$ cat src/hw/rtl/cau_pkg.sv
// Shared types and constants for the complex arithmetic unit.
package cau_pkg;

  // Operand and result width, fraction bits (signed fixed point).
  localparam int unsigned W    = 32;
  localparam int unsigned FRAC = 16;

  // Depth of the queue between front and back.
  localparam int unsigned QDEPTH = 2;
  localparam int unsigned QPW    = (QDEPTH > 1) ? $clog2(QDEPTH) : 1;

  typedef enum logic [1:0] {
    CMD_ADD = 2'd0,
    CMD_SUB = 2'd1,
    CMD_MUL = 2'd2,
    CMD_DIV = 2'd3
  } cmd_e;

  // How the back part handles a transaction.
  typedef enum logic [1:0] {
    KIND_FAST,  // add, subtract, divide by zero: result registered straight from the head
    KIND_MUL,   // products then combine
    KIND_DIV    // products then long division
  } kind_e;

  typedef struct packed {
    kind_e        kind;
    cmd_e         cmd;
    logic         dz;
    logic [W-1:0] a_re;
    logic [W-1:0] a_im;
    logic [W-1:0] b_re;
    logic [W-1:0] b_im;
  } item_t;

  // Handshake between queue and back part.
  typedef struct packed {
    logic pop;
  } deq_t;

endpackage

$ cat src/hw/rtl/cau_front.sv
// Front part: classifies an incoming transaction for the back part.
module cau_front (
  input  logic [1:0]            cmd_i,
  input  logic [cau_pkg::W-1:0] a_re_i,
  input  logic [cau_pkg::W-1:0] a_im_i,
  input  logic [cau_pkg::W-1:0] b_re_i,
  input  logic [cau_pkg::W-1:0] b_im_i,
  output cau_pkg::item_t        item_o
);

  logic b_zero;

  // Zero divisor detect
  assign b_zero = (b_re_i == '0) && (b_im_i == '0);

  always_comb begin
    item_o.cmd  = cau_pkg::cmd_e'(cmd_i);
    item_o.a_re = a_re_i;
    item_o.a_im = a_im_i;
    item_o.b_re = b_re_i;
    item_o.b_im = b_im_i;
    item_o.dz   = 1'b0;
    item_o.kind = cau_pkg::KIND_FAST;
    case (cau_pkg::cmd_e'(cmd_i))
      cau_pkg::CMD_ADD, cau_pkg::CMD_SUB: item_o.kind = cau_pkg::KIND_FAST;
      cau_pkg::CMD_MUL: item_o.kind = cau_pkg::KIND_MUL;
      cau_pkg::CMD_DIV: begin
        item_o.dz   = b_zero;
        item_o.kind = b_zero ? cau_pkg::KIND_FAST : cau_pkg::KIND_DIV;
      end
      default: item_o.kind = cau_pkg::KIND_FAST;
    endcase
  end

endmodule

$ cat config.mk
export PLATFORM = sky130hd
export DESIGN_NAME = cau_front
export DESIGN_NICKNAME = d
export VERILOG_FILES = /design/src/hw/rtl/cau_pkg.sv /design/src/hw/rtl/cau_front.sv
export SDC_FILE = /design/constraint.sdc
export NUM_CORES = 1
export LEC_CHECK = 0
export ABC_AREA = 0
export BUFFER_PORTS_ARGS = -buffer_cell sky130_fd_sc_hd__buf_2
export CORE_AREA = 2 2 102 104
export DETAILED_ROUTE_END_ITERATION = 16
export DIE_AREA = 0 0 104 106
export PLACE_DENSITY = 0.48
export SYNTH_ARGS = -nofsm -noshare
export SYNTH_HDL_FRONTEND = slang
export SYNTH_SLANG_ARGS = --single-unit
$ cat constraint.sdc
create_clock -name vclk -period 1.5
set_clock_uncertainty 0.1 [all_clocks]
set_input_delay 0.15 -clock vclk [all_inputs]
set_output_delay 0.15 -clock vclk [all_outputs]
set_load 0.02 [all_outputs]
* Word-level counts from Yosys, hierarchy flattened *
Index checks and enable logic that the tools add are counted.

word-level totals
  register bits = 0
  input port bits = 130
  logic and storage cells = 11

cells by class
  eq/ne operators = 3
  muxes and demuxes = 3
  reduce and logical (&&, ||, !) cells = 5

operator list
  kind                                            count
  logical NOT 32 bit                              2
  one-hot mux 2 bit (3 select lines)              1
  == test 2 bit (second input constant)           2
  == test 2 x 1 -> 1 bit (second input constant)  1
  logical NOT 2 bit                               1
  2-to-1 mux 2 bit                                1
  OR reduction 2 bit                              1
  logical AND 1 bit                               1
  2-to-1 mux 1 bit                                1

* Longest topological paths before layout *
Gate-level depths: netlist (run 1).

  depth in word-level cells = 4
  gate-level depth with buffers = 4
  depth with buffers taken out = 4

* Worst setup path before layout (run 1) *
OpenSTA, ideal clock, no wires.

  path type = input to output
  start point = input port b_re_i[1] (netlist name)
  end point = output port item_o[128] (netlist name)
  data arrival time = 1,111 ps
  path slack = 139 ps
  stages on the path = 4
  cells stage by stage = nor4_1 > nand4_1 > nor4_2 > and3_1

RTL lines
  element      RTL line        text
  from (decl)  cau_front.sv:6  input logic [cau_pkg::W-1:0] b_re_i,
  to (decl)    cau_front.sv:8  output cau_pkg::item_t item_o

==> results of run 1 <==
[what timing repair did]
action / CTS / global route
pin swaps: 5 / 5
endpoints found under the setup margin: 2 / 2
resized for setup: 6 / 4
[final cells by class]
| type | count | area, um2 |
|---|---|---|
| tap | 136 | 170 |
| timing repair buffer | 141 | 748 |
| multi-input combinational | 25 | 191 |
| fill | 1179 | 8890 |
[through the flow]
| step | setup WS, ps | area (um2) |
|---|---|---|
| finish | -199 | 1110 |
| global route | -375 | 1110 |
| CTS | -254 | 1080 |
| detailed placement | -314 | 1050 |
| global placement | -278 | 1050 |
| floorplan | 139 | 1140 |
[power by group]
part | internal (mW) | switching, mW
clock network | 0 | 0
registers | 0 | 0
logic | 0.143 | 0.211
[cells in the final DEF, fill, tap and decap left out, drive strengths merged]
| cell | instances |
|---|---|
| buf | 141 |
| nor2b | 1 |
| and3 | 1 |
| nor4 | 17 |
| nand2 | 1 |
| nor2 | 1 |
| nand4 | 4 |
[routing by layer]
layer | up-vias | GRT usage [%] | part of all wire (%)
met5 | - | 0 | 0
met4 | 0 | 3.38 | 6.2
met3 | 32 | 1.59 | 16
met2 | 112 | 9.16 | 52
met1 | 386 | 3.24 | 26
li1 | 402 | - | -
[cell families (layout without fill, tap and decap cells)]
logic type    Yosys count  after routing  share of synthesized area, %
buf+inv               130            141                          85.6
simple gates           25             25                          14.4
[how the worst max path moves through the flow]
stage / startpoint / slack (ps) / end / depth (start not counted)
4_1_cts: b_im_i[30] / -250 / item_o[128] / 7
3_5_place_dp: b_re_i[1] / -310 / item_o[128] / 7
3_3_place_gp: b_re_i[1] / -280 / item_o[128] / 7
2_1_floorplan: b_re_i[1] / 140 / item_o[128] / 4
6_report: b_re_i[19] / -200 / item_o[128] / 7
5_1_grt: b_im_i[24] / -370 / item_o[128] / 7
==> impl_metrics.py, run 1 <==
metrics = {
    "place": {
        "port_buffers": 135,
        "dpl.hpwl_um": 2850,
        "gp_congestion": 0.622,
        "dp.cells": 302,
    },
    "hold_path": {
        "worstHoldStart": "a_re_i[6]",
        "hp-class": "primary input to output port",
        "hold-path-cell-count": 0,
        "holdPathEnd": "item_o[102]",
    },
    "final_layout": {
        "seq_cell_count": 0,
        "post-route-util_pct": 11.1,
        "nNetsFinal": 298,
        "drive_above_1_share_pct": 88.0,
        "fin_cells": 302,
        "antenna_cells": 0,
        "clkbuf_count": 0,
        "seqCellArea_um2": 0,
        "area.growth.synth_to_final_pct": -2.63,
    },
    "timing": {
        "fin_crit_sh_pct": 113,
        "slew_violations": 0,
        "fin_tns_setup_ps": -291,
        "fin_crit_ps": 1700,
        "clock.fmax_mhz": 589,
        "worst_pin_slew_ps": 280,
        "setup_viol": 2,
        "hold_viol": 0,
        "rsz0062_at_grt": "true",
        "setup_slack_ps": -199,
        "maxSlewHeadroom_pct": 81.2,
        "whs_ps": 200,
    },
    "drt": {
        "ant_nets": 0,
        "first_pass_iters": 2,
        "viasPerCell": 3.09,
        "first_iter_violations": 7,
        "avgRoutedWirePerCell_um": 10.2,
        "totalWireLength_um": 3070,
        "drcViolationCount": 0,
        "vias": 932,
    },
    "critical_path": {
        "cpLargestDelayFamily": "simple AND/OR/NAND/NOR gates",
        "critPathMaxStageDelay_ps": 320,
        "crit_fanout": 2,
        "slowest_stage": "nor4_2",
        "end_kind": "output port",
        "cp_num_buf_inv": 3,
        "cpMostUsedCell": "nor4_2",
        "crit_type": "primary input to output port",
        "cp.arrival_ps": 1450,
        "cp.required_ps": 1250,
        "path_cells": "buf_2 -> nor4_2 -> buf_4 -> nand4_1 -> nor4_2 -> and3_1 -> buf_6",
        "cp-start-kind": "primary input",
    },
    "clock_network": {
        "cts_setup_buffers": 0,
        "holdBufCountCts": 0,
    },
    "floorplan": {
        "row_count": 37,
        "initial_utilization_pct": 11.4,
        "die_w_um": 104,
        "core-area_mm2": 0.0100,
        "die_area_mm2": 0.0110,
        "die_y_um": 106,
        "io_pins": 263,
    },
    "power_and_ir_drop": {
        "vdd_drop_max_v": 0.0000652,
        "cellPowerDensity_mw_per_mm2": 319,
        "p_total_mw": 0.354,
        "leakagePower_nw": 0.598,
    },
    "global_routing": {
        "grt_start_max_net_pins": 5,
        "grt_pass1_vias": 853,
        "grt_pass1_wl_um": 4020,
        "antenna_found_initial": 0,
        "overflow": 0,
        "grt_usage_pct": 4.46,
    },
    "yosys": {
        "syn_avg_cell_area_um2": 7.35,
        "synth.top_cells.by_count": "130 x buf_4, 15 x nor4_1, 4 x nand4_1",
        "netlist_area_mm2": 0.00114,
        "yosysUniqueCellTypes": 8,
        "synth_top_area_share_pct": 85.6,
        "synthMostInstantiatedCell": "buf_4",
        "synth.largest_area_cell": "buf_4",
        "synth_fp_nets": 285,
        "yosysSeqAreaShare_pct": 0,
        "syn_inst": 155,
        "synthTopCellsByArea": "buf_4 86%, nor4_1 8.2%, nand4_1 2.2%",
        "yosys_warnings": 0,
    },
    "run_status": {
        "status": "complete, but fails checks",
        "violations": "setup timing",
    },
    "run": {
        "drv_cap": 0,
    },
}
(Power assumes the default switching activity.)
==> run 2, diff against run 1 <==
--- a/config.mk
+++ b/config.mk
@@ -10,6 +10,7 @@
 export CORE_AREA = 2 2 102 104
 export DETAILED_ROUTE_END_ITERATION = 16
 export DIE_AREA = 0 0 104 106
+export MAX_ROUTING_LAYER = met4
 export PLACE_DENSITY = 0.48
 export SYNTH_ARGS = -nofsm -noshare
 export SYNTH_HDL_FRONTEND = slang
==> constraint.sdc (replaced) <==
create_clock -name vclk -period 1.9
set_clock_uncertainty 0.1 [all_clocks]
set_input_delay 0.19 -clock vclk [all_inputs]
set_output_delay 0.19 -clock vclk [all_outputs]
set_load 0.02 [all_outputs]
==> run 2 against run 1 <==
Against the previous run: the run now ends clean; first-iteration DRC count grew 14%; worst setup slack gained 320 ps; total power shrank 22%; global-route usage grew 0.12 points; sequential share of layout area is the same; cell area shrank 1.4%; flip-flop and latch count is the same; cell count is the same; die area is the same; non-clock buffer count is the same; count of clock-buffer cells in the layout is the same; via count is the same; critical path type unchanged; critical endpoint unchanged; largest power group unchanged; highest routed layer unchanged.
==> impl_metrics.py, run 2 (synthesized netlist as in run 1, its figures left out) <==
metrics = {
    "critical_path": {
        "cp.required_ps": 1610,
        "crit_fanout": 2,
        "endpoint": "item_o[128]",
        "cp.arrival_ps": 1490,
        "crit_type": "primary input to output port",
        "cp-start-kind": "primary input",
        "crit_start": "b_im_i[22]",
        "end_kind": "output port",
    },
    "place": {
        "gp_congestion": 0.626,
        "dp_slack_ps": 5.69,
        "port_buffers": 135,
        "dpl.hpwl_um": 2850,
    },
    "final_layout": {
        "antenna_cells": 0,
        "clkbuf_count": 0,
        "layout_commonest_cell": "buf_2",
        "seqCellArea_um2": 0,
        "seq_cell_count": 0,
        "drive_above_1_share_pct": 88.0,
        "nNetsFinal": 298,
        "area.growth.synth_to_final_pct": -3.95,
        "n_fill_cell": 1181,
        "layout_common_cells": "133 x buf_2, 12 x nor4_1, 6 x buf_4",
    },
    "power_and_ir_drop": {
        "leakagePower_nw": 0.595,
        "vdd_drop_max_v": 0.0000513,
        "cellPowerDensity_mw_per_mm2": 252,
        "p_total_mw": 0.276,
    },
    "global_routing": {
        "antenna_found_initial": 0,
        "grt_usage_pct": 4.58,
        "grt_pass1_wl_um": 4020,
        "grt_pass1_vias": 847,
        "overflow": 0,
        "grt_start_max_net_pins": 5,
    },
    "drt": {
        "drcViolationCount": 0,
        "viasPerCell": 3.09,
        "ant_nets": 0,
        "first_iter_violations": 8,
        "vias": 932,
        "totalWireLength_um": 3060,
        "avgRoutedWirePerCell_um": 10.1,
        "first_pass_iters": 3,
    },
    "floorplan": {
        "die_y_um": 106,
        "initial_utilization_pct": 11.4,
        "die_w_um": 104,
        "row_count": 37,
        "io_pins": 263,
        "die_area_mm2": 0.0110,
        "core-area_mm2": 0.0100,
    },
    "hold_path": {
        "hp-class": "primary input to output port",
    },
    "clock_network": {
        "cts_setup_buffers": 0,
        "holdBufCountCts": 0,
    },
    "timing": {
        "setup_viol": 0,
        "worst_pin_slew_ps": 280,
        "maxSlewHeadroom_pct": 81.2,
        "setup_slack_ps": 124,
        "hold_viol": 0,
        "slew_violations": 0,
        "fin_tns_setup_ps": 0,
        "fin_crit_sh_pct": 93.5,
        "clock.fmax_mhz": 563,
        "rsz0062_at_grt": "true",
        "fin_crit_ps": 1780,
    },
    "run": {
        "drv_cap": 0,
    },
    "run_status": {
        "status": "finished, final reports clean",
    },
}
-- run 2: cell types whose count changed in the layout (fill, tap and decap cells not counted) --
| cell | previous run | this run |
|---|---|---|
| buf_6 | 4 | 2 |
| buf_2 | 130 | 133 |
| buf_4 | 7 | 6 |
-- run 2: critical path, cell delays in order --
cell     delay (ps)
buf_2           110
nor4_2          250
buf_4           150
nand4_1         150
nor4_2          310
and3_1          210
buf_6           120
-- run 2: where the power goes --
group / switching [mW] / total, mW / internal [mW]
Combinational: 0.166 / 0.276 / 0.110
Sequential: 0 / 0 / 0
Clock: 0 / 0 / 0
-- run 2: layout make-up --
cell class,count,area [um2],share of cell area [%]
repair buffers,141,733,67.0
multi-input cells,25,191,17.5
well taps,136,170,15.5
-- run 2: how the worst min path moves through the flow --
| stage | depth (start not counted) | end | slack [ps] | from |
|---|---|---|---|---|
| final | 0 | item_o[102] | 280 | a_re_i[6] |
| after global routing | 0 | item_o[113] | 280 | a_re_i[17] |
| after CTS | 0 | item_o[100] | 280 | a_re_i[4] |
| after detailed placement | 0 | item_o[100] | 280 | a_re_i[4] |
| after global placement | 0 | item_o[100] | 280 | a_re_i[4] |
| after floorplan | 1 | item_o[131] | 360 | cmd_i[0] |
-- run 2: per-stage QoR --
stage	utilization (%)	hold slack (ps)	area (um2)	instances
5_1_grt	10.9	280	1090	302
2_1_floorplan	-	358	1140	155
6_report	10.9	280	1090	302
3_5_place_dp	10.5	280	1050	302
3_3_place_gp	10.5	280	1050	302
4_1_cts	10.5	280	1050	302
-- run 2: what timing repair did --
action	in CTS	in global routing
endpoints found under the hold margin	0	0
gates resized for setup	0	8
setup endpoints to repair	0	2
-- run 2: layer usage --
layer  share of wire [%]  wire length, um  vias up  GRT usage [%]
met5                   0                0        -              -
met1                  26              791      385           3.24
met3                  16              502       32           1.59
met4                 6.2              189        0           3.38
met2                  51             1570      112           9.16
li1                    -                -      403              -
==> run 3, diff against run 2 <==
==> config.mk (replaced) <==
export PLATFORM = sky130hd
export DESIGN_NAME = cau_front
export DESIGN_NICKNAME = d
export VERILOG_FILES = /design/src/hw/rtl/cau_pkg.sv /design/src/hw/rtl/cau_front.sv
export SDC_FILE = /design/constraint.sdc
export NUM_CORES = 1
export LEC_CHECK = 0
export ABC_AREA = 0
export CORE_AREA = 2 2 103 105
export DETAILED_ROUTE_END_ITERATION = 16
export DIE_AREA = 0 0 105 107
export DONT_BUFFER_PORTS = 1
export MAX_ROUTING_LAYER = met4
export PLACE_DENSITY = 0.3
export SYNTH_ARGS = -nofsm -noshare
export SYNTH_HDL_FRONTEND = slang
export SYNTH_SLANG_ARGS = --single-unit
==> run 3 against run 2 <==
Against the previous run: global-route usage decreased by 0.41 points; routed wire length decreased by 13%; highest routed layer unchanged; via count decreased by 53%; worst setup slack improved by 110 ps; largest power group unchanged; combinational power decreased by 94%; count of clock-buffer cells in the layout unchanged; worst hold slack about the same; cell area decreased by 67%; non-clock buffer count decreased by 138.
==> impl_metrics.py, run 3 (synthesized netlist as in run 1, its figures left out) <==
metrics = {
    "run_status": {
        "status": "finished, final reports clean",
    },
    "clock_network": {
        "cts_setup_buffers": 0,
        "cts_resized": 0,
        "holdBufCountCts": 0,
    },
    "final_layout": {
        "nNetsFinal": 160,
        "clkbuf_count": 0,
        "antenna_cells": 0,
        "design_area_um2": 367,
        "area.growth.synth_to_final_pct": -67.8,
        "layout_common_cells": "15 x nor4_1, 4 x nand4_1, 3 x buf_4",
        "fin_cells": 164,
        "post-route-util_pct": 3.63,
        "layout_commonest_cell": "nor4_1",
        "drive_above_1_share_pct": 21.4,
        "n_fill_cell": 1234,
        "seq_cell_count": 0,
        "seqCellArea_um2": 0,
    },
    "critical_path": {
        "crit_cells": 4,
        "slowest_stage": "nor4_4",
        "cp.required_ps": 1610,
        "path_cells": "nor4_1 -> nand4_1 -> nor4_4 -> and3_2",
        "endpoint": "item_o[128]",
        "crit_fanout": 2,
        "end_kind": "output port",
        "crit_start": "b_re_i[20]",
        "crit_type": "primary input to output port",
        "cp-start-kind": "primary input",
        "cp.arrival_ps": 1380,
        "critPathMaxStageDelay_ps": 350,
        "cpLargestDelayFamily": "simple AND/OR/NAND/NOR gates",
        "cp_num_buf_inv": 0,
    },
    "timing": {
        "clock.fmax_mhz": 599,
        "fin_tns_setup_ps": 0,
        "worst_pin_slew_ps": 482,
        "setup_viol": 0,
        "setup_slack_ps": 231,
        "fin_crit_sh_pct": 87.8,
        "whs_ps": 280,
        "fin_crit_ps": 1670,
        "hold_viol": 0,
        "maxSlewHeadroom_pct": 67.8,
        "rsz0062_at_grt": "false",
        "slew_violations": 0,
    },
    "drt": {
        "wl_met2_um": 1340,
        "viasPerCell": 2.70,
        "first_pass_iters": 2,
        "avgRoutedWirePerCell_um": 16.2,
        "ant_nets": 0,
        "vias": 442,
        "drcViolationCount": 0,
        "drt-met1-wl_um": 484,
        "top_layer": "met4",
        "wl_met3_um": 517,
        "totalWireLength_um": 2660,
        "first_iter_violations": 3,
    },
    "global_routing": {
        "grt_pass1_wl_um": 3260,
        "grt_usage_pct": 4.17,
        "grt_pass1_vias": 506,
        "antenna_found_initial": 0,
        "grt_start_max_net_pins": 5,
        "overflow": 0,
    },
    "place": {
        "gp_congestion": 0.559,
        "dp_slack_ps": 60.7,
        "place_area_um2": 357,
        "port_buffers": 0,
        "dp.cells": 164,
    },
    "floorplan": {
        "io_pins": 263,
        "die_area_mm2": 0.0112,
        "die_w_um": 105,
        "core-area_mm2": 0.0101,
        "die_y_um": 107,
        "row_count": 37,
        "initial_utilization_pct": 11.3,
    },
    "hold_path": {
        "hp-class": "primary input to output port",
        "worstHoldStart": "b_im_i[10]",
    },
    "run": {
        "drv_cap": 0,
    },
    "power_and_ir_drop": {
        "vdd_drop_max_v": 0.0000165,
        "cellPowerDensity_mw_per_mm2": 44.2,
        "p_total_mw": 0.0162,
        "leakagePower_nw": 0.0548,
    },
}
[run 3: how the worst min path moves through the flow]
stage	depth (start not counted)	to
CTS	0	item_o[101]
detailed placement	0	item_o[101]
floorplan	1	item_o[131]
global placement	0	item_o[101]
finish	0	item_o[10]
global route	0	item_o[5]
[run 3: layout make-up]
cell class,instances,area [um2],share of cell area [%]
multi-input combinational,25,174,47.4
tap,136,170,46.4
timing repair buffer,3,22.5,6.14
[run 3: routing by layer]
metal / vias to the layer above / global-route usage [%]
met4: 0 / 4.86
met2: 97 / 7.42
met5: - / -
met3: 44 / 2.74
met1: 177 / 2.22
li1: 124 / -
[run 3: where the power goes]
| part | internal, mW | switching (mW) | leakage (nW) | total [mW] |
|---|---|---|---|---|
| logic | 0.00769 | 0.00852 | 0.0548 | 0.0162 |
| registers | 0 | 0 | 0 | 0 |
| clock network | 0 | 0 | 0 | 0 |
