<file path="src/hw/rtl/cau_pkg.sv">
// Shared types and constants for the complex arithmetic unit.
package cau_pkg;

  // Operand and result width, fraction bits (signed fixed point).
  localparam int unsigned W    = 32;
  localparam int unsigned FRAC = 16;

  // Depth of the queue between front and back.
  localparam int unsigned QDEPTH = 2;
  localparam int unsigned QPW    = (QDEPTH > 1) ? $clog2(QDEPTH) : 1;

  typedef enum logic [1:0] {
    CMD_ADD = 2'd0,
    CMD_SUB = 2'd1,
    CMD_MUL = 2'd2,
    CMD_DIV = 2'd3
  } cmd_e;

  // How the back part handles a transaction.
  typedef enum logic [1:0] {
    KIND_FAST,  // add, subtract, divide by zero: result registered straight from the head
    KIND_MUL,   // products then combine
    KIND_DIV    // products then long division
  } kind_e;

  typedef struct packed {
    kind_e        kind;
    cmd_e         cmd;
    logic         dz;
    logic [W-1:0] a_re;
    logic [W-1:0] a_im;
    logic [W-1:0] b_re;
    logic [W-1:0] b_im;
  } item_t;

  // Handshake between queue and back part.
  typedef struct packed {
    logic pop;
  } deq_t;

endpackage

</file>
<file path="src/hw/rtl/cau_queue.sv">
// Short queue of classified transactions between front and back.
module cau_queue (
  input  logic           clk_i,
  input  logic           rst_ni,
  input  logic           push_i,
  input  cau_pkg::item_t item_i,
  input  cau_pkg::deq_t  deq_i,
  output cau_pkg::item_t head_o,
  output logic           empty_o,
  output logic           full_o
);

  localparam int unsigned CW = $clog2(cau_pkg::QDEPTH + 1);

  cau_pkg::item_t              mem_q [cau_pkg::QDEPTH];
  logic [cau_pkg::QPW-1:0]     wr_q, wr_d, rd_q, rd_d;
  logic [CW-1:0]               cnt_q, cnt_d;
  logic                        do_push, do_pop;

  assign do_push = push_i && !full_o;
  assign do_pop  = deq_i.pop && !empty_o;
  assign empty_o = (cnt_q == '0);
  assign full_o  = (cnt_q == CW'(cau_pkg::QDEPTH));
  assign head_o  = mem_q[rd_q];

  // Pointer and fill count update
  always_comb begin
    wr_d  = wr_q;
    rd_d  = rd_q;
    cnt_d = cnt_q;
    if (do_push) begin
      wr_d = (wr_q == cau_pkg::QPW'(cau_pkg::QDEPTH - 1)) ? '0 : wr_q + 1'b1;
    end
    if (do_pop) begin
      rd_d = (rd_q == cau_pkg::QPW'(cau_pkg::QDEPTH - 1)) ? '0 : rd_q + 1'b1;
    end
    if (do_push && !do_pop) begin
      cnt_d = cnt_q + 1'b1;
    end else if (do_pop && !do_push) begin
      cnt_d = cnt_q - 1'b1;
    end
  end

  always_ff @(posedge clk_i or negedge rst_ni) begin
    if (!rst_ni) begin
      wr_q  <= '0;
      rd_q  <= '0;
      cnt_q <= '0;
    end else begin
      wr_q  <= wr_d;
      rd_q  <= rd_d;
      cnt_q <= cnt_d;
    end
  end

  // Entry storage
  always_ff @(posedge clk_i) begin
    if (do_push) begin
      mem_q[wr_q] <= item_i;
    end
  end

endmodule

</file>
<file path="config.mk">
export PLATFORM = sky130hd
export DESIGN_NAME = cau_queue
export DESIGN_NICKNAME = d
export VERILOG_FILES = /design/src/hw/rtl/cau_pkg.sv /design/src/hw/rtl/cau_queue.sv
export SDC_FILE = /design/constraint.sdc
export NUM_CORES = 1
export LEC_CHECK = 0
export BUFFER_PORTS_ARGS = -buffer_cell sky130_fd_sc_hd__clkbuf_2
export CELL_PAD_IN_SITES_DETAIL_PLACEMENT = 0
export CELL_PAD_IN_SITES_GLOBAL_PLACEMENT = 2
export CORE_MARGIN = 3
export CORE_UTILIZATION = 38
export CTS_CLUSTER_SIZE = 30
export DETAILED_ROUTE_END_ITERATION = 7
export PLACE_DENSITY_LB_ADDON = 0.3
export SYNTH_ARGS = -nofsm -noshare
export SYNTH_HDL_FRONTEND = slang
export SYNTH_SLANG_ARGS = --single-unit
</file>
<file path="constraint.sdc">
create_clock -name clk_i -period 7.35 [get_ports clk_i]
set_input_delay 1.8375 -clock clk_i [delete_from_list [all_inputs] [get_ports clk_i]]
set_output_delay 1.8375 -clock clk_i [all_outputs]
set_load 0.02 [all_outputs]
</file>
Word-level counts from Yosys, hierarchy flattened
Memories as Yosys holds them, arrays and structs flattened.
Cells that the tools add are included.

cells by class
  reductions and logical operators = 10
  multiplexer cells = 6
  $add $sub $neg = 4
  equality and inequality tests = 1

operators by type and width
  cell                 count
  $logic_and 1x1->1    4
  $logic_not 1->1      4
  $mux 1               4
  $mux 2               2
  $add 1x1->1 const B  2
  $add 2x1->2 const B  1
  $eq 2x2->1 const B   1
  $logic_not 2->1      1
  $reduce_bool 2->1    1
  $sub 2x1->2 const B  1

word-level totals
  output and inout port bits = 135
  memories kept = 1
  bits of input ports = 137
  memory bits (writable) = 266
  bits in registers = 4

memories
  name   words  width  rd ports  clocked after memory_dff  wr ports  RTL line         text
  mem_q  2      133    1         0                         1         cau_queue.sv:15  cau_pkg::item_t mem_q [cau_pkg::QDEPTH];

Logic depth before layout (Yosys ltp)
Gate-level depths: netlist of run 1.

  word-level depth = 7
  gate-level depth with buffers = 7

Least setup slack after synthesis of run 1
No wires, ideal clock.

  path kind = input port to flip-flop
  start = input push_i
  end = memory mem_q[0][0] in the netlist's numbering, enable pin
  cell stages on the path = 2
  path slack = -728 ps
  path buffers = 0
  arrival = 7451 ps
  cell sequence = nand2_1 nor2_1

between the ends
  longest elaborated chain between the ends = 3

ends and longest elaborated chain
  item                          RTL line         text
  start: declaration            cau_queue.sv:5   input logic push_i,
  $logic_and 1x1->1             cau_queue.sv:20  assign do_push = push_i && !full_o;
  $mux 1                        cau_queue.sv:58  if (do_push) begin
  $mux 1 (implied by the code)  cau_queue.sv:59  mem_q[wr_q] <= item_i;
  end: declaration              cau_queue.sv:15

No other way between the ends.

==> impl_results.md, run 1 <==
- RSZ-0062 raised after global routing: no
- R2R cell count: 3
- Width of the die: 168 µm
- Clock sinks: 270
- Hold buffer count at cts: 0
- Core Area: 25500 µm²
- FF/Latch Area: 8090 µm²
- Largest net degree at the start of global routing: 80
- Area leader, netlist: edfxtp_1
- Post-Synth Adder-Cell Area: 0.125%
- Status: finished, final reports clean
- Fin nets: 862
- H-Tree Level Count: 1
- Commonest non-fill, non-tap cell in the layout: clkbuf_2
- Multi-input logic area: 1820 µm²
- Worst-Skew Late Latency: 520 ps
- Simple-gate share of the synthesized area: 0.274%
- Netlist Area Pre-Place: 10000 µm²
- Detailed-route vias per instance: 4.66
- GRT Overall Usage: 13.1%
- Antenna violations before repair: 1
- CTS tree: done
- Die Span Y: 168 µm
- WL/cell: 18.0 µm
- Netlist cell types: 15
- Post-route DRC violation count: 0
- Core Rows: 58
- Period utilisation layout: 63.4%
- Mapped Cells: 433
- Top-area cell type share of the netlist area: 79.6%
- LEAKAGE: 4.95 nW
- Starting density of the core: 39.3%
- Worst R2R Setup Slack: 4800 ps
- CTS Buf Count: 28
- Ranking of synthesized cells by area: edfxtp_1 80%, mux2_4 9.0%, mux2_2 8.2%
- Max-slew violations: 0
- Root buf cell: clkbuf_16
- Top-level port count: 272
- Clock slew at reported path FFs: 60 ps
- Placer congestion estimate: 0.722
- Fill count: 2184
- Synth Net Count: 571
- Die area: 28400 µm²
- First-pass GRT wire length: 29.6 mm
- Area Overhead vs Synth: 26.0%
- Number of global-route vias before repair: 5326
- Power per cell area: 424 nW/µm²
- Initial DRC Count: 270
- Port bufs: 271
- Sequential area share after synthesis: 80.6%
- Final Total Pwr: 5.36 mW
- Hold_ws: 526 ps
- Final setup fails: 0
- XOR/XNOR share of the synthesized area: 0.437%
- Ys Warns: 0
- Worst hold path stage count: 1
- Detail Placement HPWL: 13.0 mm
- Cts repair resizes: 0
- Arr. time, crit path: 2820 ps
- CP Class: flip-flop to output pin
- Worst EP required: 5510 ps
- Clk buf depth: 3
- Multiplexer area fraction after synthesis: 17.2%
- Worst-case clock skew: 7.35 ps
- Hold Fails Final Rpt: 0
- Post-DRT Antenna Nets: 0
- Compound-gate portion of the synthesized area: 0.0499%
- VDD IR-drop max: 0.000320 V
- Worst-path cell chain: buf_12 > mux2_2 > clkbuf_2
- Worst-Margin Slew: 1000 ps
- Largest family of logic cells by synthesized area: multiplexers
- #FFs+latches synth: 270
- CP max stage delay: 1030 ps
- Post-CTS Repair Setup Buffers: 0
- Crit start category: flip-flop
- Slowest-stage cell, CP: dfrtp_4
- Maxcap violations: 0
- Setup TNS Final: 0 ps
- Routed WL: 19.4 mm
- Remaining Overflow, GRT: 0
- Share of cells above drive strength 1: 60.7%
- Crit path capture type: output pin
- Vias: 5013
- Peak fanout along the critical path: 79
- Fmax: 215 MHz
- Final min period: 4660 ps
- DRT Pass-1 Iters: 4
- Synth Area per Inst: 23.2 µm²
- Headroom to the max-slew limit: 33.2%
- Most frequent cells in the layout: 271 x clkbuf_2, 266 x edfxtp_1, 73 x mux2_2
- Hold WC Path Type: flip-flop to flip-flop
where the power goes:
group	leakage, nW	total [mW]	switching [mW]	internal, mW
registers	2.52	2.26	0.154	2.11
logic	1.99	1.74	1.02	0.719
clock network	0.443	1.35	0.534	0.820
total	4.95	5.36	1.71	3.65
final timing paths:
check                                      from                       to
min                        cnt_q[1]$_DFFE_PN0P_     cnt_q[1]$_DFFE_PN0P_
max reg2reg                cnt_q[0]$_DFFE_PN0P_  mem_q[1][132]$_DFFE_PP_
max                            rd_q$_DFFE_PN0P_              head_o[129]
max in group asynchronous                rst_ni         rd_q$_DFFE_PN0P_
min reg2reg                cnt_q[1]$_DFFE_PN0P_     cnt_q[1]$_DFFE_PN0P_
min in group asynchronous                rst_ni         wr_q$_DFFE_PN0P_
cell usage after synthesis:
cell      number
xor2_1         2
inv_1          2
nand2_1        1
edfxtp_1     266
buf_6          8
ha_1           1
o21ai_0        1
buf_2          7
nand2b_1       1
and3_1         1
xnor2_1        3
mux2_4        60
dfrtp_1        4
nor2_1         3
mux2_2        73
metal layers:
| metal | routed length [µm] | part of all wire [%] | track usage (%) |
|---|---|---|---|
| met1 | 7970 | 41 | 16.8 |
| met2 | 8800 | 45 | 20.7 |
| met3 | 2230 | 11 | 6.00 |
| met4 | 383 | 2.0 | 2.99 |
| met5 | 13 | 0.067 | 0 |
cells by family after synthesis:
family,Yosys count
adders and majority gates,1
buffers and inverters,17
AOI/OAI and AO/OA,1
DFF,270
and+or+nand+nor,6
xor gates and xnor gates,5
muxes,133
worst max-delay path, delay by kind of cell, from the launching register on:
family,cells,cell delay [ps]
muxes,1,420
DFF,1,1030
buffers and inverters,2,620
cell type report:
| type | instances | area share (%) |
|---|---|---|
| flip-flops and latches | 270 | 64.0 |
| multi-input cells | 146 | 14.4 |
| repair buffers | 276 | 11.1 |
| clock buffers | 34 | 5.89 |
| well taps | 330 | 3.27 |
| clock inverters | 17 | 1.23 |
| inverters | 2 | 0.0594 |
| diodes | 1 | 0.0198 |
per-stage QoR:
step	instances	cell area, µm²	worst slack [ps]	utilization [%]
2_1_floorplan	433	10000	1520	-
3_3_place_gp	1024	11700	3290	46.0
3_5_place_dp	1024	11700	3240	46.0
4_1_cts	1075	12600	2690	49.5
5_1_grt	1075	12600	2580	49.5
6_report	1076	12600	2690	49.5
registers in the layout, indices dropped and copies added (netlist names):
register  count
mem_q       266
cnt_q         2
rd_q          1
wr_q          1
No activity file was read; power rests on OpenSTA's default activity.
==> run 2, diff against run 1 <==
--- a/config.mk
+++ b/config.mk
@@ -5,11 +5,12 @@
 export SDC_FILE = /design/constraint.sdc
 export NUM_CORES = 1
 export LEC_CHECK = 0
+export ABC_AREA = 1
 export BUFFER_PORTS_ARGS = -buffer_cell sky130_fd_sc_hd__clkbuf_2
 export CELL_PAD_IN_SITES_DETAIL_PLACEMENT = 0
 export CELL_PAD_IN_SITES_GLOBAL_PLACEMENT = 2
 export CORE_MARGIN = 3
-export CORE_UTILIZATION = 38
+export CORE_UTILIZATION = 31
 export CTS_CLUSTER_SIZE = 30
 export DETAILED_ROUTE_END_ITERATION = 7
 export PLACE_DENSITY_LB_ADDON = 0.3
==> constraint.sdc (replaced) <==
create_clock -name clk_i -period 3.89 [get_ports clk_i]
set_input_delay 0.9725 -clock clk_i [delete_from_list [all_inputs] [get_ports clk_i]]
set_output_delay 0.9725 -clock clk_i [all_outputs]
set_load 0.02 [all_outputs]
==> run 2 against run 1 <==
- via count up 22%
- clock power rose by 110%
- die area is 20% higher
- sequential share of layout area shrank 0.43 points
- global-route usage is 0.33 points lower
- first-iteration DRC count increased by 54%
- register-to-register slack lost 3000 ps
- critical path type unchanged
- sequential power up 81%
- total power increased by 97%
- core utilization down 8.5 points
==> impl_results.md, run 2 <==
- Die Span Y: 185 µm (was 168 µm)
- Final min period: 2990 ps
- Post-DRT Antenna Nets: 0 (unchanged)
- LEAKAGE: 5.47 nW (was 4.95 nW)
- Post-CTS Repair Setup Buffers: 0 (unchanged)
- Sequential area share after synthesis: 81.7% (was 80.6%)
- Ranking of synthesized cells by area: edfxtp_1 81%, nand2_1 15%, buf_4 1.1% (was edfxtp_1 80%, mux2_4 9.0%, mux2_2 8.2%)
- Synth async-reset ratio: 1.48% (unchanged)
- Core Area: 31100 µm² (was 25500 µm²)
- Ys Warns: 0 (unchanged)
- Top Registers: mem_q (266), cnt_q (2) (unchanged)
- Number of synthesized flops with an enable pin: 266 (unchanged)
- Share of cells above drive strength 1: 31.7% (was 60.7%)
- Design area: 12700 µm² (was 12600 µm²)
- Clk buf depth: 3 (unchanged)
- Status: finished, final reports clean (unchanged)
- Netlist cell types: 15 (unchanged)
- Setup TNS Final: 0 ps (unchanged)
- Final worst slack: 900 ps (was 2690 ps)
- Worst R2R Setup Slack: 1780 ps (was 4800 ps)
- Commonest non-fill, non-tap cell in the layout: nand2_1 (was clkbuf_2)
- Most numerous cell on the critical path: nand2_1
- Synth Net Count: 864 (was 571)
- Headroom to the max-slew limit: 45.7% (was 33.2%)
- Slowest-stage cell, CP: dfrtp_4 (unchanged)
- CP max stage delay: 510 ps (was 1030 ps)
- Peak fanout along the critical path: 49 (was 79)
- Worst EP required: 2920 ps (was 5510 ps)
- Reg with most FFs: mem_q (unchanged)
- Largest net degree at the start of global routing: 86 (was 80)
- Final Total Pwr: 10.5 mW (was 5.36 mW)
- GRT Overall Usage: 12.8% (was 13.1%)
- WP depth: 5 (was 3)
- Hold WC Path Type: primary input to async pin (was flip-flop to flip-flop)
- Core Rows: 64 (was 58)
- Netlist Area Pre-Place: 9900 µm² (was 10000 µm²)
- Post-route DRC violation count: 0 (unchanged)
- Metal3 WL: 2.29 mm (was 2.23 mm)
- H-Tree Level Count: 1 (unchanged)
- Worst-Margin Slew: 815 ps (was 1000 ps)
- Top-area cell type share of the netlist area: 80.7% (was 79.6%)
- Crit start category: flip-flop (unchanged)
- Fin nets: 1151 (was 862)
- Area leader, netlist: edfxtp_1 (unchanged)
- Family with the most delay on the worst path: buffers and inverters (was flip-flops)
- Period utilisation layout: 76.9%
- Largest register FFs: 266 (unchanged)
- Worst-case clock skew: 8.96 ps (was 7.35 ps)
- Remaining Overflow, GRT: 0 (unchanged)
- R2R cell count: 5 (was 3)
- Top cells by count, synth: 408 x nand2_1, 266 x edfxtp_1, 14 x buf_2, 14 x buf_4, 7 x inv_1 (was 266 x edfxtp_1, 73 x mux2_2, 60 x mux2_4)
- FF/Latch Area: 8090 µm² (unchanged)
- Hold_ws: 230 ps (was 526 ps)
- Synth Area per Inst: 13.6 µm² (was 23.2 µm²)
- Mapped Cells: 726 (was 433)
- Highest routed layer: met5 (unchanged)
- Multiplexer area fraction after synthesis: 0% (was 17.2%)
- CTS Buf Count: 30 (was 28)
- Non-filler cells, final: 1434 (was 1076)
- Area Overhead vs Synth: 28.5% (was 26.0%)
- Worst-path cell chain: inv_4 > buf_4 > nand2_1 > nand2_1 > clkbuf_2 (was buf_12 > mux2_2 > clkbuf_2)
- Vias: 6092 (was 5013)
- Compound-gate portion of the synthesized area: 0.101% (was 0.0499%)
- Detail Placement HPWL: 14.6 mm (was 13.0 mm)
- Crit path capture type: output pin (unchanged)
- RSZ-0062 raised after global routing: no (unchanged)
- Starting density of the core: 31.9% (was 39.3%)
- Simple-gate share of the synthesized area: 15.8% (was 0.274%)
- Clock sinks: 270 (unchanged)
- VDD IR-drop max: 0.000408 V (was 0.000320 V)
- Post-Synth Adder-Cell Area: 0.126% (was 0.125%)
- Max-slew violations: 0 (unchanged)
- Power per cell area: 827 nW/µm² (was 424 nW/µm²)
- Placer congestion estimate: 0.701 (was 0.722)
- WL/cell: 15.8 µm (was 18.0 µm)
- Most frequent cell after synthesis: nand2_1 (was edfxtp_1)
- Met1 WL: 9.90 mm (was 7.97 mm)
- Root buf cell: clkbuf_16 (unchanged)
- Final setup fails: 0 (unchanged)
- DRT Pass-1 Iters: 6 (was 4)
- Port bufs: 271 (unchanged)
- Clock slew at reported path FFs: 60 ps (about the same)
- Worst path bufs/invs: 3 (was 2)
- Fin util: 41.0% (was 49.5%)
- # placed instances: 1377 (was 1024)
- Pre-CTS setup slack: 1210 ps (was 3240 ps)
- Multi-input logic area: 1600 µm² (was 1820 µm²)
- XOR/XNOR share of the synthesized area: 0.0884% (was 0.437%)
- Number of global-route vias before repair: 5850 (was 5326)
- Fill count: 2953 (was 2184)
- Antenna violations before repair: 2 (was 1)
- Placed cell areas: 11700 µm² (about the same)
- Maxcap violations: 0 (unchanged)
- Die area: 34100 µm² (was 28400 µm²)
- Hold Fails Final Rpt: 0 (unchanged)
- Worst-Skew Late Latency: 540 ps (was 520 ps)
- Detail Route met2 WL: 9.70 mm (was 8.80 mm)
- Top FF cell, synth: edfxtp_1 (unchanged)
- Most frequent cells in the layout: 408 x nand2_1, 271 x clkbuf_2, 266 x edfxtp_1 (was 271 x clkbuf_2, 266 x edfxtp_1, 73 x mux2_2)
- Arr. time, crit path: 2020 ps (was 2820 ps)
- Largest family of logic cells by synthesized area: simple AND/OR/NAND/NOR gates (was multiplexers)
- Fmax: 334 MHz
- Top-level port count: 272 (unchanged)
- Width of the die: 185 µm (was 168 µm)
- CP Class: flip-flop to output pin (unchanged)
- Hold buffer count at cts: 0 (unchanged)
- CTS tree: done (unchanged)
- #FFs+latches synth: 270 (unchanged)
- Cts repair resizes: 0 (unchanged)
- Routed WL: 22.6 mm (was 19.4 mm)
- First-pass GRT wire length: 33.8 mm (was 29.6 mm)
- Detailed-route vias per instance: 4.25 (was 4.66)
- Initial DRC Count: 415 (was 270)
==> run 2: worst paths after layout <==
kind,start,endpoint
setup reg to reg,cnt_q[0]$_DFFE_PN0P_,mem_q[0][25]$_DFFE_PP_
hold reg to reg,wr_q$_DFFE_PN0P_,wr_q$_DFFE_PN0P_
min in group clk_i,wr_q$_DFFE_PN0P_,wr_q$_DFFE_PN0P_
max in group asynchronous,rst_ni,rd_q$_DFFE_PN0P_
hold / removal,rst_ni,cnt_q[1]$_DFFE_PN0P_
setup / recovery,rd_q$_DFFE_PN0P_,head_o[74]
==> run 2: kinds of logic after synthesis <==
group,after synthesis
AND/OR/NAND/NOR,415
XOR/XNOR,1
adder cells (fa/ha/maj),1
flip-flops,270
buffers and inverters,37
AO/OA/AOI/OAI,2
==> run 2: area by class of cell <==
class                      instances  share of cell area (%)
antenna                            2                  0.0393
clock buffer                      42                    6.42
clock inverter                    13                    1.29
inverter                           8                   0.285
multi-input combinational        419                    12.6
sequential                       270                    63.6
tap                              396                    3.89
timing repair buffer             284                    11.9
==> run 2: power by group <==
part | internal [mW] | total [mW] | leakage (nW) | switching, mW
Combinational | 0.978 | 3.65 | 2.47 | 2.67
Clock | 1.72 | 2.78 | 0.478 | 1.06
Sequential | 3.96 | 4.10 | 2.52 | 0.137
==> run 2: per-layer routing <==
metal	GRT usage [%]	vias to the layer above
li1	-	3033
met1	17.3	2791
met2	19.3	221
met3	4.87	45
met4	3.93	2
met5	0	-
==> run 3, diff against run 2 <==
==> constraint.sdc (replaced) <==
create_clock -name clk_i -period 2.6 [get_ports clk_i]
set_input_delay 0.65 -clock clk_i [delete_from_list [all_inputs] [get_ports clk_i]]
set_output_delay 0.65 -clock clk_i [all_outputs]
set_load 0.02 [all_outputs]
==> run 3 against run 2 <==
- final area up 0.94%
- clock power up 42%
- first-iteration DRC count down 28%
- register-to-register slack worse by 900 ps
- critical path type unchanged
- highest routed layer unchanged
==> impl_results.md, run 3 (same netlist as run 2, synthesis figures left out) <==
- Detail Route met2 WL: 10.8 mm (was 9.70 mm)
- Antenna violations before repair: 3 (was 2)
- Maxcap violations: 0 (unchanged)
- Design area: 12800 µm² (was 12700 µm²)
- Worst-Skew Late Latency: 540 ps (about the same)
- Area Overhead vs Synth: 29.8% (was 28.5%)
- Worst-Margin Slew: 486 ps (was 815 ps)
- Crit start category: flip-flop (unchanged)
- Non-filler cells, final: 1432 (was 1434)
- RSZ-0062 raised after global routing: no (unchanged)
- Top Registers: mem_q (266), cnt_q (2) (unchanged)
- Arr. time, crit path: 1830 ps (was 2020 ps)
- CP max stage delay: 550 ps (was 510 ps)
- WL/cell: 16.6 µm (was 15.8 µm)
- Met1 WL: 10.2 mm (was 9.90 mm)
- Starting density of the core: 31.9% (unchanged)
- LEAKAGE: 5.50 nW (was 5.47 nW)
- Root buf cell: clkbuf_16 (unchanged)
- Headroom to the max-slew limit: 67.6% (was 45.7%)
- Post-CTS Repair Setup Buffers: 0 (unchanged)
- Placed cell areas: 11800 µm² (was 11700 µm²)
- Largest register FFs: 266 (unchanged)
- CTS Buf Count: 30 (unchanged)
- Core Area: 31100 µm² (unchanged)
- Final setup fails: 0 (unchanged)
- Slowest-stage cell, CP: dfrtp_4 (unchanged)
- H-Tree Level Count: 1 (unchanged)
- Hold Fails Final Rpt: 0 (unchanged)
- Setup TNS Final: 0 ps (unchanged)
- Top-level port count: 272 (unchanged)
- Clock slew at reported path FFs: 60 ps (about the same)
- Vias: 6186 (was 6092)
- Post-route DRC violation count: 0 (unchanged)
- Peak fanout along the critical path: 67 (was 49)
- Highest routed layer: met5 (unchanged)
- Metal3 WL: 2.24 mm (was 2.29 mm)
- Remaining Overflow, GRT: 0 (unchanged)
- Number of global-route vias before repair: 6042 (was 5850)
- Status: finished, final reports clean (unchanged)
- Commonest non-fill, non-tap cell in the layout: nand2_1 (unchanged)
- Detail Placement HPWL: 14.4 mm (was 14.6 mm)
- Port bufs: 271 (unchanged)
- Hold WC Path Type: primary input to flip-flop (was primary input to async pin)
- Worst path bufs/invs: 2 (was 3)
- # placed instances: 1373 (was 1377)
- Initial DRC Count: 300 (was 415)
- Clk buf depth: 3 (unchanged)
- CTS tree: done (unchanged)
- Post-DRT Antenna Nets: 0 (unchanged)
- Most numerous cell on the critical path: nand2_1 (unchanged)
- GRT Overall Usage: 13.2% (was 12.8%)
- Detailed-route vias per instance: 4.32 (was 4.25)
- Core Rows: 64 (unchanged)
- Largest net degree at the start of global routing: 80 (was 86)
- Most frequent cells in the layout: 405 x nand2_1, 269 x clkbuf_2, 266 x edfxtp_1 (was 408 x nand2_1, 271 x clkbuf_2, 266 x edfxtp_1)
- Fin nets: 1151 (unchanged)
- CP Class: flip-flop to output pin (unchanged)
- Die Span Y: 185 µm (unchanged)
- Worst-path cell chain: buf_16 > nand2_1 > nand2_1 > buf_4 (was inv_4 > buf_4 > nand2_1 > nand2_1 > clkbuf_2)
- Crit path capture type: output pin (unchanged)
- Placer congestion estimate: 0.686 (was 0.701)
- Routed WL: 23.7 mm (was 22.6 mm)
- Period utilisation layout: 95.3%
- Final min period: 2480 ps
- Width of the die: 185 µm (unchanged)
- Family with the most delay on the worst path: flip-flops (was buffers and inverters)
- Worst-case clock skew: 17.3 ps (was 8.96 ps)
- Fmax: 403 MHz
- Power per cell area: 1230 nW/µm² (was 827 nW/µm²)
- Max-slew violations: 0 (unchanged)
- VDD IR-drop max: 0.000551 V (was 0.000408 V)
- First-pass GRT wire length: 34.7 mm (was 33.8 mm)
- Reg with most FFs: mem_q (unchanged)
- Die area: 34100 µm² (unchanged)
- Share of cells above drive strength 1: 32.4% (was 31.7%)
- DRT Pass-1 Iters: 4 (was 6)
- Worst EP required: 1950 ps (was 2920 ps)
- Clock sinks: 270 (unchanged)
## run 3: changes by cell type in the layout (fill, tap and decap cells not counted), moves of 3 or more
cell	change
clkinv_1	+3
clkbuf_1	-4
nand2_1	-3
buf_4	-6
buf_16	+4
nand2_2	+3
## run 3: metrics by stage
stage          power [mW]  setup slack, ps  hold WS [ps]  utilization [%]
2_1_floorplan        9.81             -547           354                -
3_3_place_gp         11.9              441           468             37.9
3_5_place_dp         11.9              474           466             37.9
4_1_cts              16.1            -6.22           258             41.1
5_1_grt              16.9             4.69           269             41.3
6_report             15.9              122           294             41.4
## run 3: routing by layer
layer / track usage (%) / vias up
met4: 3.00 / 4
met1: 17.8 / 2871
li1: - / 3036
met3: 4.62 / 36
met5: 0 / -
met2: 20.6 / 239
## run 3: repair_timing
| item | in CTS | in global routing |
|---|---|---|
| gates cloned | 1 | 2 |
| endpoints found under the hold margin | 4 | 0 |
| resized for setup | 6 | 9 |
| hold buffers | 1 | 0 |
| endpoints found under the setup margin | 129 | 113 |
## run 3: path summary, 6_finish.rpt
path	to	slack [ps]	startpoint	depth (start not counted)
max reg2reg	mem_q[0][23]$_DFFE_PP_	880	cnt_q[1]$_DFFE_PN0P_	6
max	head_o[4]	120	rd_q$_DFFE_PN0P_	4
min in group asynchronous	wr_q$_DFFE_PN0P_	480	rst_ni	2
min reg2reg	wr_q$_DFFE_PN0P_	490	wr_q$_DFFE_PN0P_	2
max in group asynchronous	rd_q$_DFFE_PN0P_	1970	rst_ni	2
min	mem_q[1][107]$_DFFE_PP_	290	item_i[107]	1
## run 3: cell type report
class	count	area, µm²
fillers	2984	18200
well taps	396	495
multi-input cells	419	1630
inverters	8	72.6
repair buffers	284	1630
clock inverters	15	124
diodes	2	5.00
clock buffers	38	802
flip-flops and latches	270	8090
## run 3: report_power, final
| group | internal [mW] | total, mW | leakage [nW] | switching, mW |
|---|---|---|---|---|
| registers | 5.93 | 6.19 | 2.52 | 0.253 |
| logic | 1.64 | 5.74 | 2.53 | 4.09 |
| clock network | 2.36 | 3.94 | 0.454 | 1.58 |
